## src/rtl/erm_pkg.sv

```systemverilog
// Shared constants and saturation helpers for the Euler rotation matrix pipeline.
package erm_pkg;

    // Angle constants, Q12 radians
    localparam logic signed [16:0] PI_Q12      = 17'sd12868;
    localparam logic signed [16:0] TWO_PI_Q12  = 17'sd25736;
    localparam logic signed [16:0] HALF_PI_Q12 = 17'sd6434;

    // Quintic sine coefficients, Q20 (kept signed for signed products)
    localparam logic signed [21:0] C1_Q20 = 22'sd1035848;
    localparam logic signed [18:0] C3_Q20 = 19'sd162813;
    localparam logic signed [13:0] C5_Q20 = 14'sd5917;

    // Output range, Q1.14 in 16 bits
    localparam logic signed [18:0] OUT_MAX = 19'sd32767;
    localparam logic signed [18:0] OUT_MIN = -19'sd32768;

    // Clamp a 19-bit value into the signed 16-bit output range
    function automatic logic signed [15:0] f_sat16(input logic signed [18:0] v);
        logic signed [15:0] r;
        if (v > OUT_MAX) begin
            r = 16'sh7fff;
        end else if (v < OUT_MIN) begin
            r = -16'sh8000;
        end else begin
            r = v[15:0];
        end
        return r;
    endfunction

    // Floor a Q28 sum down to Q14 and clamp it
    function automatic logic signed [15:0] f_q14(input logic signed [32:0] v);
        return f_sat16(v[32:14]);
    endfunction

endpackage

```

## src/rtl/erm_sincos.sv

```systemverilog
// Five-stage quintic polynomial sine unit, Q12 argument in, Q14 value out.
module erm_sincos (
    input  logic               i_clk,
    input  logic [4:0]         i_en,
    input  logic signed [15:0] i_t,
    output logic signed [15:0] o_s
);

    // Stage a: square
    logic signed [15:0] r_t_a;
    logic signed [17:0] r_t2_a;
    logic signed [31:0] n_sq;

    // Stage b: cube and linear term
    logic signed [17:0] r_t2_b;
    logic signed [18:0] r_t3_b;
    logic signed [35:0] r_p1_b;
    logic signed [33:0] n_cu;
    logic signed [35:0] n_p1;

    // Stage c: fifth power and cubic term
    logic signed [21:0] r_t5_c;
    logic signed [35:0] r_p3_c;
    logic signed [35:0] r_p1_c;
    logic signed [36:0] n_qu;
    logic signed [35:0] n_p3;

    // Stage d: quintic term and partial sum
    logic signed [35:0] r_p5_d;
    logic signed [36:0] r_d13_d;
    logic signed [35:0] n_p5;
    logic signed [36:0] n_d13;

    // Stage e: final sum and scale
    logic signed [15:0] r_s_e;
    logic signed [37:0] n_acc;

    // Squared argument is nonnegative and below 2^17 after the shift
    assign n_sq = i_t * i_t;

    always_ff @(posedge i_clk) begin
        if (i_en[0]) begin
            r_t_a  <= i_t;
            r_t2_a <= n_sq[29:12];
        end
    end

    // Cube stays within 19 signed bits for any reduced argument
    assign n_cu = r_t2_a * r_t_a;
    assign n_p1 = 36'(erm_pkg::C1_Q20) * r_t_a;

    always_ff @(posedge i_clk) begin
        if (i_en[1]) begin
            r_t2_b <= r_t2_a;
            r_t3_b <= n_cu[30:12];
            r_p1_b <= n_p1;
        end
    end

    // Fifth power stays within 22 signed bits
    assign n_qu = r_t3_b * r_t2_b;
    assign n_p3 = 36'(erm_pkg::C3_Q20) * 36'(r_t3_b);

    always_ff @(posedge i_clk) begin
        if (i_en[2]) begin
            r_t5_c <= n_qu[33:12];
            r_p3_c <= n_p3;
            r_p1_c <= r_p1_b;
        end
    end

    assign n_p5  = 36'(erm_pkg::C5_Q20) * 36'(r_t5_c);
    assign n_d13 = 37'(r_p1_c) - 37'(r_p3_c);

    always_ff @(posedge i_clk) begin
        if (i_en[3]) begin
            r_p5_d  <= n_p5;
            r_d13_d <= n_d13;
        end
    end

    // The polynomial stays near +-1.004 over the reduced range, so Q14 fits 16 bits
    assign n_acc = 38'(r_d13_d) + 38'(r_p5_d);

    always_ff @(posedge i_clk) begin
        if (i_en[4]) begin
            r_s_e <= n_acc[33:18];
        end
    end

    assign o_s = r_s_e;

endmodule

```

## config.mk

```make
export PLATFORM = sky130hd
export DESIGN_NAME = erm_sincos
export DESIGN_NICKNAME = d
export VERILOG_FILES = /design/src/rtl/erm_pkg.sv /design/src/rtl/erm_sincos.sv
export SDC_FILE = /design/constraint.sdc
export NUM_CORES = 2
export LEC_CHECK = 0
export BUFFER_PORTS_ARGS = -buffer_cell sky130_fd_sc_hd__buf_2
export CORE_MARGIN = 2
export CORE_UTILIZATION = 65
export CTS_CLUSTER_SIZE = 12
export DETAILED_ROUTE_END_ITERATION = 10
export PLACE_DENSITY_LB_ADDON = 0.1
export SLEW_MARGIN = 20
export SYNTH_ARGS = -nofsm -noshare
export SYNTH_HDL_FRONTEND = slang
export SYNTH_SLANG_ARGS = --single-unit
```

## constraint.sdc

```tcl
create_clock -name i_clk -period 9.69 [get_ports i_clk]
set_input_delay 0.969 -clock i_clk [delete_from_list [all_inputs] [get_ports i_clk]]
set_output_delay 0.969 -clock i_clk [all_outputs]
set_load 0.02 [all_outputs]
```

==> metrics.csv <==
metric;value;unit
GP Congestion;0.916;
Worst Path Required;10.00;ns
Core Util, Final;0.686;
Clock Pin Slew Worst Setup and Hold Paths;0.06;ns
synthesized area;0.0568;mm^2
endpoints failing hold;0;
nets@finish;7481;
CP max-delay cell;edfxtp_1;
Arrival @ worst endpoint;7.60;ns
top-count cell post-synth;inv_1;
status;complete, no violations;
PortBufs;37;
Vias/cell;5.47;
GR met2 Demand/Resource;0.522;
WL per Instance;18.5;um
Worst slew margin;0.321;
global-route wire length before repair;209000;um
vias in the first global route;40500;
ys async rst share;0;
area share of the largest cell type after synthesis;0.405;
Die ar.;0.0898;mm^2
post_cts resized;0;
Clock Sinks;273;
Initial DRT Pass Iterations;5;
CTS buffer count;36;
CTS H-tree depth;2;
Setup Skew;0.0347;ns
Ports;38;
Post-CTS Setup Bufs;0;
Yosys reg bits;273;
hold buffers post-CTS;0;
Pins Over Slew Limit;0;
CTS tree;built;
YS warnings;0;
Placement Rows;108;
# DRC;0;
Worst Path Buf+Inv;3;
met3 Track Usage GR;0.0392;
launch point of the worst path;r_t2_b[3]$_DFFE_PP_;
First DRT Iteration DRCs;1842;
synthesized instance count;5602;
number of setup violations in the final report;0;
filler cell count;6806;
worst min path class;flip-flop to flip-flop;
Synth area leaders;fa_1 40%, ha_1 16%, edfxtp_1 14%;
vias;37100;
startpoint types;flip-flop;
largest stage delay on the critical path;0.99;ns
post-synth top area cell;fa_1;
cell mode on critical path;fa_1;
Tot GR Track Use;0.297;
DIE HEIGHT;300;um
Top Usage Layer GRT;met2;
Synth cell types;66;
Core Area;0.0868;mm^2
Layout area overhead;4.70;%
RR Startpoint;r_t2_b[3]$_DFFE_PP_;
grt ovf;0;
Skew-Pair Late Insertion Delay;0.57;ns
share of cells above drive strength 1;0.0277;
root buf cell;clkbuf_16;
Die X;300;um
RSZ-0062 raised after global routing;no;
worst hold path startpoint;r_p1_b[17]$_DFFE_PP_;
CP Class;flip-flop to flip-flop;
Initial Utilization;0.655;
worst-margin pin slew;1.02;ns
Mapped Nets;7478;
crit path cell chain;nand2_1, fa_1, fa_1, fa_1, inv_1, fa_1, fa_1, inv_1, fa_1, inv_1, ha_1, and3_1, nand4_1, a211o_1, a21oi_1, nor3_1, o31ai_4, mux2i_1, a2111oi_0;
HPWL Detailed;102000;um
GRT met1 Usage;0.386;
worst hold margin;0.414;ns
Clock Tree Buf Depth;3;
largest net degree at the start of global routing;69;
final WL;126000;um
antenna violations before repair;3;
Post-synth top cells;1550 x inv_1, 1149 x fa_1, 705 x ha_1;
Crit path max-delay family;adder cells;
crit path max fanout;19;
sequential share of the synthesized area;0.144;
EDFF count, synth;273;
fmax;137;MHz
crit path capture type;flip-flop;
Final Cycle Share;0.752;
setup_tns;0;ns
Post-synth top flop;edfxtp_1;
Routed Antenna Nets;0;
clock period minus worst slack;7.29;ns
syn avg cell area;10.1;um^2
Max Cap Viol;0;
worst register-to-register path, delay by kind of cell, from the launching register on:
family | cells | cell delay (ns)
buffers and inverters | 3 | 0.16
AOI/OAI and AO/OA | 4 | 1.53
adders and majority gates | 7 | 3.48
muxes | 1 | 0.12
DFF | 1 | 0.99
and+or+nand+nor | 4 | 0.76
cells in the final DEF (no fill, tap or decap), drive strengths merged, types with 4 or more instances in the layout:
cell type  synthesis  routed
a21oi            133     133
a221oi             4       4
a31o               5       5
buf                1      83
nand3b             6       6
fa              1149    1149
nand4             17      17
inv             1550    1555
clkbuf           117      42
and2             351     351
o21bai            18      18
a211o              7       7
nor2             150     150
o21a              28      28
nor4b              4       4
or3               10      10
a41oi              4       4
mux2i              4       4
o31ai              5       5
nor4               4       4
nor2b             20      20
nand2b            31      31
nand3             37      37
xor2              50      50
nor3              31      31
a311oi             4       4
nand2            423     423
o211ai            10      10
clkinv             0      11
a21o              67      67
ha               705     705
and3              17      17
o21ai             80      80
xnor2            181     181
or2                9       9
a31oi             21      21
edfxtp           273     273
a211oi            22      22
clkinvlp           0       5
stage by stage:
stage	std cells	setup slack (ns)	instance area [um^2]
2_1_floorplan	5602	2.92	56800
3_3_place_gp	6722	2.34	58400
3_5_place_dp	6722	2.15	58400
4_1_cts	6787	2.49	59500
5_1_grt	6787	1.95	59500
6_report	6788	2.40	59500
logic make-up after synthesis:
kind of cell | after synthesis | synth area share
mux | 5 | 0.000903
compound gates | 450 | 0.0517
xor+xnor | 231 | 0.0356
flops | 273 | 0.144
fa+ha+maj | 1854 | 0.560
buf+inv | 1668 | 0.110
simple gates | 1121 | 0.0974
final cells by class:
type | instances | area [um^2] | share of cell area
flip-flops and latches | 273 | 8200 | 0.138
multi-input cells | 3661 | 42400 | 0.712
inverters | 1550 | 5820 | 0.0978
well taps | 1155 | 1450 | 0.0243
clock buffers | 42 | 923 | 0.0155
clock inverters | 23 | 218 | 0.00366
diodes | 1 | 2.50 | 0.0000420
repair buffers | 83 | 533 | 0.00896
final timing paths:
path / end / slack [ns] / cells past startpoint
worst min register to register: r_p1_c[17]$_DFFE_PP_ / 0.41 / 0
worst max-delay path: r_t5_c[21]$_DFFE_PP_ / 2.40 / 19
worst max register to register: r_t5_c[21]$_DFFE_PP_ / 2.40 / 19
worst min-delay path: r_p1_c[17]$_DFFE_PP_ / 0.41 / 0
layer usage:
metal | routed length, um | up-vias
met5 | 27 | -
met4 | 3920 | 4
met3 | 6410 | 243
met2 | 64000 | 899
met1 | 51100 | 18900
li1 | - | 17000
sequential cells by signal, indices dropped and copies added (netlist names):
signal   count
r_p1_c      31
r_t_a       16
r_p1_b      31
r_t2_a      18
r_t3_b      19
r_p5_d      34
r_t2_b      18
o_s         16
r_d13_d     34
r_t5_c      22
r_p3_c      34
Power is left out: the tool's default activity adds up to more than one toggle a clock period on the data nets, which glitch-free logic cannot reach.
